==> src/hdl/spring_force_limited_macros.svh <==
// Assertion macros for the spring force block.
// Depends on signals clk and rst in the module that includes it.
`ifndef SPRING_FORCE_LIMITED_MACROS_SVH
`define SPRING_FORCE_LIMITED_MACROS_SVH

// same-cycle implication
`define SFL_ASSERT_IMP(label, ante, cons, msg) \
  label: assert property (@(posedge clk) disable iff (rst) (ante) |-> cons) \
    else $error(msg);

// next-cycle implication
`define SFL_ASSERT_NXT(label, ante, cons, msg) \
  label: assert property (@(posedge clk) disable iff (rst) (ante) |=> cons) \
    else $error(msg);

`endif

==> src/hdl/sfl_pkg.sv <==
// Shared widths, register layout, codes and pipeline types for the spring force block.
// No dependencies.
package sfl_pkg;

  localparam int COORD_WIDTH_DEF = 32;
  localparam int FORCE_FRAC_DEF  = 24;

  localparam int FIELD_W   = 32;
  localparam int PARAM_W   = 64;
  localparam int KIND_W    = 2;
  localparam int NUM_KINDS = 4;

  localparam int REST_LSB   = 0;
  localparam int REST_W     = 24;
  localparam int K_LSB      = 24;
  localparam int K_W        = 20;
  localparam int LIM_LSB    = 44;
  localparam int LIM_W      = 20;
  localparam int REST_SHIFT = 8;
  localparam int CAP_SHIFT  = 16;

  localparam int DIFF_W   = 33;
  localparam int ABS_W    = 32;
  localparam int SQ_W     = 64;
  localparam int SUM_W    = 65;
  localparam int DIST_W   = 33;
  localparam int STR_W    = 34;
  localparam int AS_W     = 33;
  localparam int MR_W     = 53;
  localparam int MAG_W    = 36;
  localparam int MAG_FRAC = 32;
  localparam int Q_W      = 31;
  localparam int Q_FRAC   = 30;
  localparam int PROD_W   = MAG_W + Q_W;

  localparam logic [FIELD_W-1:0] SAT_POS = 32'h7FFF_FFFF;
  localparam logic [FIELD_W-1:0] SAT_NEG = 32'h8000_0000;

  localparam int FRONT_STAGES = 4;
  localparam int SQRT_STAGES  = DIST_W;
  localparam int SCALE_STAGES = 4;
  localparam int DIV_STAGES   = Q_W;
  localparam int BACK_STAGES  = 2;
  localparam int LATENCY = FRONT_STAGES + SQRT_STAGES + SCALE_STAGES + DIV_STAGES
                           + BACK_STAGES;

  typedef enum logic [KIND_W-1:0] {
    IDX_DEFAULT,
    IDX_JOINT,
    IDX_MEMBRANE,
    IDX_STRUCTURE
  } cfg_idx_t;

  typedef struct packed {
    logic [REST_W-1:0] rest;
    logic [K_W-1:0]    kval;
    logic [LIM_W-1:0]  lim;
    logic [ABS_W-1:0]  ax;
    logic [ABS_W-1:0]  ay;
    logic              dx_neg;
    logic              dy_neg;
  } geom_t;

  typedef struct packed {
    logic [MAG_W-1:0]   mag;
    logic [FIELD_W-1:0] ext;
    logic               neg_x;
    logic               neg_y;
    logic               zero;
  } div_tag_t;

endpackage

==> src/hdl/sfl_front.sv <==
// Front stages: parameter unpack, difference, absolute value, squares, sum.
// Depends on sfl_pkg.
module sfl_front #(
  parameter int COORD_WIDTH = sfl_pkg::COORD_WIDTH_DEF
) (
  input  logic                          clk,
  input  logic                          rst,
  input  logic                          in_valid,
  input  logic [sfl_pkg::PARAM_W-1:0]   params,
  input  logic [sfl_pkg::FIELD_W-1:0]   a_x,
  input  logic [sfl_pkg::FIELD_W-1:0]   a_y,
  input  logic [sfl_pkg::FIELD_W-1:0]   b_x,
  input  logic [sfl_pkg::FIELD_W-1:0]   b_y,
  output logic                          out_valid,
  output logic [sfl_pkg::SUM_W-1:0]     out_sum,
  output sfl_pkg::geom_t                out_geom
);
  import sfl_pkg::*;

  localparam int CW  = (COORD_WIDTH > FIELD_W) ? FIELD_W : COORD_WIDTH;
  localparam int PAD = DIFF_W - CW;

  logic signed [DIFF_W-1:0] ax_e, ay_e, bx_e, by_e, dx, dy;
  logic signed [DIFF_W-1:0] dx1, dy1;
  logic                     v1, v2, v3;
  geom_t                    g1, g2, g3;
  logic [SQ_W-1:0]          sx3, sy3;

  assign ax_e = signed'({{PAD{a_x[CW-1]}}, a_x[CW-1:0]});
  assign ay_e = signed'({{PAD{a_y[CW-1]}}, a_y[CW-1:0]});
  assign bx_e = signed'({{PAD{b_x[CW-1]}}, b_x[CW-1:0]});
  assign by_e = signed'({{PAD{b_y[CW-1]}}, b_y[CW-1:0]});
  assign dx   = ax_e - bx_e;
  assign dy   = ay_e - by_e;

  always_ff @(posedge clk) begin
    if (rst) begin
      v1        <= 1'b0;
      v2        <= 1'b0;
      v3        <= 1'b0;
      out_valid <= 1'b0;
    end else begin
      v1        <= in_valid;
      v2        <= v1;
      v3        <= v2;
      out_valid <= v3;
    end
  end

  always_ff @(posedge clk) begin
    g1.rest   <= params[REST_LSB +: REST_W];
    g1.kval   <= params[K_LSB +: K_W];
    g1.lim    <= params[LIM_LSB +: LIM_W];
    g1.ax     <= '0;
    g1.ay     <= '0;
    g1.dx_neg <= dx[DIFF_W-1];
    g1.dy_neg <= dy[DIFF_W-1];
    dx1       <= dx;
    dy1       <= dy;

    g2.rest   <= g1.rest;
    g2.kval   <= g1.kval;
    g2.lim    <= g1.lim;
    g2.dx_neg <= g1.dx_neg;
    g2.dy_neg <= g1.dy_neg;
    g2.ax     <= dx1[DIFF_W-1] ? ABS_W'(-dx1) : ABS_W'(dx1);
    g2.ay     <= dy1[DIFF_W-1] ? ABS_W'(-dy1) : ABS_W'(dy1);

    g3  <= g2;
    sx3 <= SQ_W'(g2.ax) * SQ_W'(g2.ax);
    sy3 <= SQ_W'(g2.ay) * SQ_W'(g2.ay);

    out_geom <= g3;
    out_sum  <= {1'b0, sx3} + {1'b0, sy3};
  end

endmodule

==> config.mk <==
export PLATFORM = sky130hd
export DESIGN_NAME = sfl_front
export DESIGN_NICKNAME = d
export VERILOG_FILES = /design/src/hdl/spring_force_limited_macros.svh /design/src/hdl/sfl_pkg.sv /design/src/hdl/sfl_front.sv
export SDC_FILE = /design/constraint.sdc
export NUM_CORES = 2
export LEC_CHECK = 0
export BUFFER_PORTS_ARGS = -buffer_cell sky130_fd_sc_hd__clkbuf_2
export CORE_UTILIZATION = 69
export CTS_CLUSTER_DIAMETER = 60
export DETAILED_ROUTE_END_ITERATION = 8
export PLACE_DENSITY = 0.88
export SLEW_MARGIN = 25
export SYNTH_ARGS = -nofsm -noshare
export SYNTH_HDL_FRONTEND = slang
export SYNTH_SLANG_ARGS = --single-unit
==> constraint.sdc <==
create_clock -name clk -period 22.8 [get_ports clk]
set_input_delay 4.56 -clock clk [delete_from_list [all_inputs] [get_ports clk]]
set_output_delay 4.56 -clock clk [all_outputs]
set_load 0.02 [all_outputs]
==> results.py <==
metrics = {
    "yosys": {
        "synth_area_leaders": "fa_1 39%, dfxtp_1 18%, ha_1 11%, inv_1 9.8%, and2_1 3.5%",
        "synth_commonest_cells": "2095 x inv_1, 1588 x fa_1, 716 x ha_1",
        "synth_most_common_cell": "inv_1",
        "ys.flop_type": "dfxtp_1",
        "netlist_area_um2": 80600,
        "synth_nets": 10709,
        "ys.warnings.count": 0,
        "synth_seq_cells": 713,
        "avgSynthCellArea_um2": 9.82,
        "ys_types": 78,
        "synthArstFlopShare_pct": 0,
        "synth-edff-count": 0,
        "netlist_instances": 8210,
        "yosysSeqAreaShare_pct": 17.7,
        "yosysTopAreaCell": "fa_1",
        "netlist.area_leader.share_pct": 39.4,
    },
    "clocking": {
        "cts_made_buffers": 74,
        "root_buffer": "clkbuf_16",
        "cts_hold_buffers": 0,
        "clock-sinks": 713,
        "clk_pin_slew_ns": 0.06,
        "htreeDepth": 3,
        "post_cts_resize_count": 0,
        "worstSkewPairLatency_ns": 0.69,
        "cts_tree": "yes",
        "postCtsSetupBuffers": 0,
        "clockBufferDepth": 3,
    },
    "place": {
        "io_buffer_count": 390,
        "gp_congestion": 0.956,
        "hpwlAfterDp_mm": 156,
        "numPlacedInstances": 9928,
    },
    "layout": {
        "multi_input_area_um2": 57500,
        "area_growth_pct": 7.35,
        "seqCellArea_um2": 14300,
        "fin_nets": 10979,
        "n_fill_cell": 7604,
        "fin_cells": 10064,
        "drive_above_1_share_pct": 7.54,
    },
    "worst_setup_path": {
        "worstSetupPathType": "flip-flop to flip-flop",
        "slowest_delay_ns": 0.93,
        "cp_num_buf_inv": 4,
        "worst-path-max-fanout": 33,
        "cp_data_arrival_time_ns": 9.49,
        "slowest_stage": "dfxtp_2",
        "cp.required_ns": 23.40,
        "cp_top_family": "adder cells",
        "crit_path_start_kind": "flip-flop",
        "crit_start": "g2[16]$_DFF_P_",
        "reg2reg_from": "g2[16]$_DFF_P_",
        "crit_path_frequent_cell": "fa_1",
        "endpoint_kind": "flip-flop",
    },
    "floorplanning": {
        "die_w_um": 344,
        "die_y_um": 344,
        "initial_core_util_pct": 69.5,
        "coreArea_um2": 116000,
        "fp.dieArea_um2": 118000,
        "rows": 125,
        "ioPinCount": 391,
    },
    "drt": {
        "ant_nets": 0,
        "wl_mm": 197,
        "vias_per_cell": 5.72,
        "drt_iter0_drc": 3934,
        "drcViolationCount": 2,
        "via_count": 57582,
        "firstDrtPassIters": 8,
        "wire_per_inst_um": 19.6,
    },
    "timing": {
        "final.setup.tns_ns": 0,
        "fmax_mhz": 112,
        "clock_skew_ns": 0.0596,
        "setup_viol": 0,
        "max_slew_margin_pct": 30.7,
        "grt_setup_unrepaired": "no",
        "hold_viol_final": 0,
        "period_needed_ns": 8.89,
        "drv_slew": 0,
        "period_share_pct": 39.0,
        "tightest_slew_ns": 1.04,
    },
    "run_status": {
        "status": "finished with violations",
        "violations": "DRC",
    },
    "run": {
        "max_cap_violations": 0,
    },
    "min_path": {
        "worstHoldStart": "g1[67]$_DFF_P_",
        "hp-class": "flip-flop to flip-flop",
    },
    "grt": {
        "grt_usage_pct": 34.5,
        "grt_pass1_vias": 64287,
        "grt-ovfl-total": 0,
        "grt_max_degree": 42,
        "antenna_found_initial": 6,
        "grt_pass1_wl_mm": 318,
    },
}
## cell type report
class                           instances  share of cell area (%)
Inverter                             2098                    9.10
Clock inverter                         38                   0.600
Sequential cell                       713                    16.5
Antenna cell                            4                  0.0116
Clock buffer                           94                    2.35
Timing Repair Buffer                  446                    2.74
Multi-Input combinational cell       5147                    66.5
Tap cell                             1524                    2.20
## final timing paths
| check | slack [ns] | endpoint | depth (start not counted) |
|---|---|---|---|
| min reg2reg | 0.30 | g2[67]$_DFF_P_ | 0 |
| max | 13.91 | sy3[60]$_DFF_P_ | 25 |
| min | 0.30 | g2[67]$_DFF_P_ | 0 |
| max reg2reg | 13.91 | sy3[60]$_DFF_P_ | 25 |
## sequential cells by signal (all words and copies together), names as in the netlist
signal     count
sx3           63
out_sum       65
v1             1
out_valid      1
out_geom     130
v2             1
g1            64
dy1           33
g2           130
sy3           63
dx1           33
g3           128
v3             1
## worst reg2reg max path, cell delays in order (launching register included)
cell,delay (ns)
dfxtp_2,0.93
nand2_1,0.26
xor2_1,0.22
ha_1,0.20
o21bai_1,0.18
fa_1,0.55
inv_1,0.06
fa_1,0.49
fa_1,0.56
inv_1,0.06
fa_1,0.49
inv_1,0.06
fa_1,0.56
inv_1,0.06
fa_1,0.50
fa_1,0.43
ha_1,0.36
a21oi_1,0.15
nor2b_1,0.09
o41ai_1,0.79
a211oi_1,0.24
o31a_1,0.41
a221oi_2,0.45
o21ai_1,0.24
a311oi_1,0.33
xnor2_1,0.15
## through the flow
stage / cell area, µm² / util [%] / setup slack [ns] / hold WS, ns
3_3_place_gp: 84000 / 72.4 / 14.31 / 0.310
2_1_floorplan: 80600 / - / 15.11 / 0.310
4_1_cts: 86500 / 74.6 / 14.02 / 0.305
6_report: 86600 / 74.6 / 13.91 / 0.302
3_5_place_dp: 84000 / 72.4 / 14.07 / 0.312
5_1_grt: 86500 / 74.6 / 13.58 / 0.314
## cells by family after synthesis
family | share of synthesized area [%]
xor gates and xnor gates | 3.96
DFF | 17.7
AOI/OAI and AO/OA | 7.01
muxes | 0.119
adders and majority gates | 50.5
and+or+nand+nor | 9.73
buffers and inverters | 10.9
## layer usage
| layer | share of wire (%) | global-route usage, % |
|---|---|---|
| met5 | 0.014 | 0 |
| met4 | 6.2 | 19.4 |
| met3 | 8.7 | 6.80 |
| met2 | 50 | 59.3 |
| met1 | 36 | 40.5 |
## cell usage in the layout (no fill, tap or decap), drive strengths merged, types with 19 or more instances in the layout
master	n
o31ai	27
nor3	32
a21oi	257
xnor2	243
nor2b	46
nand3	44
a21o	142
xor2	122
buf	56
and3	27
inv	2107
o21a	34
nand2	662
nand4	43
o21bai	53
a31oi	43
and2	456
a31o	24
nor2	199
ha	716
clkbuf	484
dfxtp	713
nand2b	25
a211oi	19
o21ai	151
fa	1588
Power is left out: the tool's default activity adds up to more than one toggle a clock period on the data nets, which glitch-free logic cannot reach.
