$ cat src/hdl/spring_force_limited_macros.svh
// Assertion macros for the spring force block.
// Depends on signals clk and rst in the module that includes it.
`ifndef SPRING_FORCE_LIMITED_MACROS_SVH
`define SPRING_FORCE_LIMITED_MACROS_SVH

// same-cycle implication
`define SFL_ASSERT_IMP(label, ante, cons, msg) \
  label: assert property (@(posedge clk) disable iff (rst) (ante) |-> cons) \
    else $error(msg);

// next-cycle implication
`define SFL_ASSERT_NXT(label, ante, cons, msg) \
  label: assert property (@(posedge clk) disable iff (rst) (ante) |=> cons) \
    else $error(msg);

`endif

$ cat src/hdl/sfl_pkg.sv
// Shared widths, register layout, codes and pipeline types for the spring force block.
// No dependencies.
package sfl_pkg;

  localparam int COORD_WIDTH_DEF = 32;
  localparam int FORCE_FRAC_DEF  = 24;

  localparam int FIELD_W   = 32;
  localparam int PARAM_W   = 64;
  localparam int KIND_W    = 2;
  localparam int NUM_KINDS = 4;

  localparam int REST_LSB   = 0;
  localparam int REST_W     = 24;
  localparam int K_LSB      = 24;
  localparam int K_W        = 20;
  localparam int LIM_LSB    = 44;
  localparam int LIM_W      = 20;
  localparam int REST_SHIFT = 8;
  localparam int CAP_SHIFT  = 16;

  localparam int DIFF_W   = 33;
  localparam int ABS_W    = 32;
  localparam int SQ_W     = 64;
  localparam int SUM_W    = 65;
  localparam int DIST_W   = 33;
  localparam int STR_W    = 34;
  localparam int AS_W     = 33;
  localparam int MR_W     = 53;
  localparam int MAG_W    = 36;
  localparam int MAG_FRAC = 32;
  localparam int Q_W      = 31;
  localparam int Q_FRAC   = 30;
  localparam int PROD_W   = MAG_W + Q_W;

  localparam logic [FIELD_W-1:0] SAT_POS = 32'h7FFF_FFFF;
  localparam logic [FIELD_W-1:0] SAT_NEG = 32'h8000_0000;

  localparam int FRONT_STAGES = 4;
  localparam int SQRT_STAGES  = DIST_W;
  localparam int SCALE_STAGES = 4;
  localparam int DIV_STAGES   = Q_W;
  localparam int BACK_STAGES  = 2;
  localparam int LATENCY = FRONT_STAGES + SQRT_STAGES + SCALE_STAGES + DIV_STAGES
                           + BACK_STAGES;

  typedef enum logic [KIND_W-1:0] {
    IDX_DEFAULT,
    IDX_JOINT,
    IDX_MEMBRANE,
    IDX_STRUCTURE
  } cfg_idx_t;

  typedef struct packed {
    logic [REST_W-1:0] rest;
    logic [K_W-1:0]    kval;
    logic [LIM_W-1:0]  lim;
    logic [ABS_W-1:0]  ax;
    logic [ABS_W-1:0]  ay;
    logic              dx_neg;
    logic              dy_neg;
  } geom_t;

  typedef struct packed {
    logic [MAG_W-1:0]   mag;
    logic [FIELD_W-1:0] ext;
    logic               neg_x;
    logic               neg_y;
    logic               zero;
  } div_tag_t;

endpackage

$ cat src/hdl/sfl_scale.sv
// Stretch, saturated extension, force magnitude and clamp to the limit.
// Depends on sfl_pkg.
module sfl_scale (
  input  logic                        clk,
  input  logic                        rst,
  input  logic                        in_valid,
  input  logic [sfl_pkg::DIST_W-1:0]  in_dist,
  input  sfl_pkg::geom_t              in_geom,
  output logic                        out_valid,
  output logic [sfl_pkg::ABS_W-1:0]   out_ax,
  output logic [sfl_pkg::ABS_W-1:0]   out_ay,
  output logic [sfl_pkg::DIST_W-1:0]  out_dist,
  output sfl_pkg::div_tag_t           out_tag
);
  import sfl_pkg::*;

  logic                    v1, v2, v3;
  logic [DIST_W-1:0]       d1, d2, d3;
  geom_t                   g1;
  logic signed [STR_W-1:0] st1;

  logic [ABS_W-1:0]   ax2, ay2, ax3, ay3;
  logic [K_W-1:0]     k2;
  logic [LIM_W-1:0]   lim2, lim3;
  logic [AS_W-1:0]    as2;
  logic [FIELD_W-1:0] ext2, ext3;
  logic               z2, nx2, ny2, z3, nx3, ny3;
  logic [MR_W-1:0]    mr3;

  logic               neg1;
  logic [AS_W-1:0]    abs1;
  logic [FIELD_W-1:0] ext1;
  logic [MAG_W-1:0]   cap;

  assign neg1 = st1[STR_W-1];
  assign abs1 = neg1 ? AS_W'(-st1) : AS_W'(st1);
  assign cap  = {lim3, {CAP_SHIFT{1'b0}}};

  always_comb begin
    if (!neg1 && (st1[STR_W-2:FIELD_W-1] != '0)) begin
      ext1 = SAT_POS;
    end else if (neg1 && (st1[STR_W-2:FIELD_W-1] != '1)) begin
      ext1 = SAT_NEG;
    end else begin
      ext1 = st1[FIELD_W-1:0];
    end
  end

  always_ff @(posedge clk) begin
    if (rst) begin
      v1        <= 1'b0;
      v2        <= 1'b0;
      v3        <= 1'b0;
      out_valid <= 1'b0;
    end else begin
      v1        <= in_valid;
      v2        <= v1;
      v3        <= v2;
      out_valid <= v3;
    end
  end

  always_ff @(posedge clk) begin
    d1  <= in_dist;
    g1  <= in_geom;
    st1 <= signed'({1'b0, in_dist})
           - signed'({2'b00, in_geom.rest, {REST_SHIFT{1'b0}}});

    d2   <= d1;
    ax2  <= g1.ax;
    ay2  <= g1.ay;
    k2   <= g1.kval;
    lim2 <= g1.lim;
    as2  <= abs1;
    ext2 <= ext1;
    z2   <= (d1 == '0) || (st1 == '0);
    nx2  <= (g1.ax != '0) && (g1.dx_neg == neg1);
    ny2  <= (g1.ay != '0) && (g1.dy_neg == neg1);

    d3   <= d2;
    ax3  <= ax2;
    ay3  <= ay2;
    lim3 <= lim2;
    ext3 <= ext2;
    z3   <= z2;
    nx3  <= nx2;
    ny3  <= ny2;
    mr3  <= MR_W'(k2) * MR_W'(as2);

    out_dist      <= d3;
    out_ax        <= ax3;
    out_ay        <= ay3;
    out_tag.mag   <= (mr3 > MR_W'(cap)) ? cap : MAG_W'(mr3);
    out_tag.ext   <= ext3;
    out_tag.neg_x <= nx3;
    out_tag.neg_y <= ny3;
    out_tag.zero  <= z3;
  end

endmodule

$ cat config.mk
export PLATFORM = sky130hd
export DESIGN_NAME = sfl_scale
export DESIGN_NICKNAME = d
export VERILOG_FILES = /design/src/hdl/spring_force_limited_macros.svh /design/src/hdl/sfl_pkg.sv /design/src/hdl/sfl_scale.sv
export SDC_FILE = /design/constraint.sdc
export NUM_CORES = 2
export LEC_CHECK = 0
export ABC_AREA = 1
export BUFFER_PORTS_ARGS = -buffer_cell sky130_fd_sc_hd__buf_2
export CELL_PAD_IN_SITES_DETAIL_PLACEMENT = 0
export CELL_PAD_IN_SITES_GLOBAL_PLACEMENT = 1
export CORE_MARGIN = 1
export CORE_UTILIZATION = 23
export DETAILED_ROUTE_END_ITERATION = 16
export GPL_TIMING_DRIVEN = 0
export MAX_ROUTING_LAYER = met4
export PLACE_DENSITY = 0.55
export SYNTH_ARGS = -nofsm -noshare
export SYNTH_HDL_FRONTEND = slang
export SYNTH_SLANG_ARGS = --single-unit
$ cat constraint.sdc
create_clock -name clk -period 7.6 [get_ports clk]
set_input_delay 1.52 -clock clk [delete_from_list [all_inputs] [get_ports clk]]
set_output_delay 1.52 -clock clk [all_outputs]
set_load 0.02 [all_outputs]
==> reports/qor.yml <==
route:
  drtAntennaViolNets: 0
  drt-total-wl_um: 137000
  via_per_inst: 3.98
  first_pass_iters: 5
  drc: 0
  wl_per_cell_um: 18.0
  drtIter0Drc: 1859
  num_vias: 30200
layout:
  layout-area-overhead-vs-synth_pct: 17.2
  stdcell_count: 7605
  layout_common_cells: "inv_1, nand2_1, dfxtp_1, fa_1, buf_2"
  drive_gt1_share_pct: 9.72
  nets: 6099
  fill_cells: 19700
  layout_commonest_cell: "inv_1"
min_path:
  min_path_cells: 0
  min_path_type: "reg -> reg"
synth:
  synth_area_sq_um: 42100
  seq_area_frac_synth_pct: 35.5
  yosysTopAreaCell: "dfxtp_1"
  synth_top_area_share_pct: 35.5
  avgSynthCellArea_sq_um: 8.84
  synth_seq_cells: 746
  yosys-top-cells-area: "dfxtp_1, fa_1, inv_1"
  yosysWarnings: 0
  synth_ff_type: "dfxtp_1"
  synthCells: 4761
  async_flop_share_pct: 0
  synth_edf_count: 0
  synthesis.nets: 5690
  synth_cell_types: 43
cts:
  cts.clk_slew.worst_paths_ns: 0.07
  clock_sinks: 746
  clk_path_buf_depth: 3
  cts_buffers: 75
  clock_latency_ns: 0.70
  hold_buffers: 0
  cts_root_buffer: "clkbuf_16"
  cts_post_setup_buffers_inserted: 0
  cts_htree_levels: 3
  cts_tree: "done"
job:
  cap_violations: 0
critical_path:
  worstSetupStartpointType: "flip-flop"
  reg2reg_depth: 22
  worstSetupPathType: "reg -> reg"
  critPathArrivalTime_ns: 7.88
  cpLargestDelayFamily: "adder cells"
  crit_path_max_incr_delay_ns: 0.96
  crit_chain: "clkbuf_1 > clkdlybuf4s15_1 > nand2_1 > fa_1 > fa_1 > fa_1 > inv_1 > fa_1 > fa_1 > fa_1 > inv_1 > fa_1 > inv_1 > ha_1 > nand2_1 > nor2_1 > inv_1 > nor2_1 > nand2_1 > nand2_1 > a21oi_1 > xnor2_1"
  slowest_stage: "clkdlybuf4s15_1"
  path_common_cell: "fa_1"
  cp_max_fo: 10
  cp.required_ns: 8.10
  cp.depth: 22
  endpoint_kind: "flip-flop"
  crit_buf_inv: 6
floorplan:
  core.rowCount: 156
  boundaryPins: 335
  die_x_um: 430
  core-area_sq_um: 181000
  dieArea_sq_um: 185000
  die_h_um: 430
  start_util_pct: 23.2
timing:
  fin_skew_ns: 0.0537
  max_slew.worst_pin.slew_ns: 1.35
  finalCritPeriodShare_pct: 97.1
  slew_violations: 0
  fmax_ghz: 0.136
  setup_viol: 0
  rsz0062_at_grt: "yes"
  hold_viol: 0
  slew_headroom_pct: 10.1
  period_minus_slack_ns: 7.38
  timing.hold.ws_ns: 0.313
  fin_ws_ns: 0.222
placed_design:
  dp.cells: 7465
  dp_slack_ns: 0.0583
  portBuffers: 334
  place_congestion: 0.907
  dp_hpwl_um: 112000
global_routing:
  grt_pass1_vias: 32100
  track_usage_pct: 15.4
  grt_overflow: 0
  grt_antenna_before_repair: 8
  grt_max_degree: 16
  grt_pass1_wl_um: 205000
status:
  status: "finished, final reports clean"
## synth_stat cells, types with 3 or more instances
library cell  instances
a21boi_0              9
a21o_1                3
a21oi_1             116
and2_1                4
and3_1                5
buf_2                 3
buf_4                 3
buf_6                 3
clkbuf_1            156
dfxtp_1             746
fa_1                555
ha_1                208
inv_1              1218
nand2_1            1206
nand2_4               3
nand3_1             111
nand3_2               4
nand3b_1              9
nand4_1              31
nor2_1              169
nor2_2                5
nor3_1               20
nor3_2                4
nor4_1               28
o21ai_0              29
o21ai_1               3
o21bai_1             13
xnor2_1              12
xor2_1               66
## flip-flops by register name (all words and copies together) (netlist names), 33 cells and up
register	flops
out_tag	71
as2	33
out_dist	33
st1	34
mr3	53
d3	33
g1	106
## metal layers
| layer | vias to the layer above | part of all wire [%] | global-route usage [%] |
|---|---|---|---|
| met2 | 831 | 45 | 23.9 |
| li1 | 14500 | - | - |
| met4 | 0 | 2.3 | 3.57 |
| met5 | - | 0 | - |
| met3 | 164 | 6.6 | 3.20 |
| met1 | 14700 | 46 | 20.4 |
## path summary, 6_finish.rpt
path	from	to	slack, ns
worst max-delay path	k2[7]$_DFF_P_	mr3[27]$_DFF_P_	0.22
worst min-delay path	g1[91]$_DFF_P_	k2[5]$_DFF_P_	0.31
worst max register to register	k2[7]$_DFF_P_	mr3[27]$_DFF_P_	0.22
worst min register to register	g1[91]$_DFF_P_	k2[5]$_DFF_P_	0.31
## cell families after synthesis
group	after synthesis	synth area share (%)
AO/OA/AOI/OAI	183	2.40
adder cells (fa/ha/maj)	763	32.6
flip-flops	746	35.5
XOR/XNOR	78	1.62
buffers and inverters	1384	12.4
AND/OR/NAND/NOR	1607	15.5
## cell type report
type,instances,area [sq um],area share [%]
Antenna cell,6,15.0,0.0304
Buffer,163,677,1.37
Clock buffer,104,2180,4.41
Clock inverter,32,395,0.801
Inverter,1219,4580,9.27
Multi-Input combinational cell,2631,21900,44.5
Sequential cell,746,14900,30.3
Tap cell,2370,2970,6.01
Timing Repair Buffer,334,1670,3.39
## stage by stage
| stage | area [sq um] | utilization, % | TNS (ns) |
|---|---|---|---|
| after floorplan | 42100 | - | 0 |
| after global placement | 46700 | 25.8 | 0 |
| after detailed placement | 46700 | 25.8 | 0 |
| after CTS | 49300 | 27.2 | 0 |
| after global routing | 49300 | 27.2 | -0.0315 |
| final | 49300 | 27.2 | 0 |
## what timing repair did
item / CTS / global route
endpoints found under the hold margin: 0 / 0
resized for setup: 1 / 33
pin swaps: 0 / 0
endpoints found under the setup margin: 1 / 25
cloned: 0 / 0
## worst reg2reg max path, stage by stage, from the launching register on
cell and delay, ns:
dfxtp_1 0.30, clkbuf_1 0.35, clkdlybuf4s15_1 0.96, nand2_1 0.17, fa_1 0.53, fa_1 0.47, fa_1 0.66, inv_1 0.09
fa_1 0.47, fa_1 0.48, fa_1 0.49, inv_1 0.05, fa_1 0.47, inv_1 0.04, ha_1 0.42, nand2_1 0.13
nor2_1 0.25, inv_1 0.09, nor2_1 0.16, nand2_1 0.08, nand2_1 0.08, a21oi_1 0.06, xnor2_1 0.42
Power is left out: the tool's default activity adds up to more than one toggle a clock period on the data nets, which glitch-free logic cannot reach.
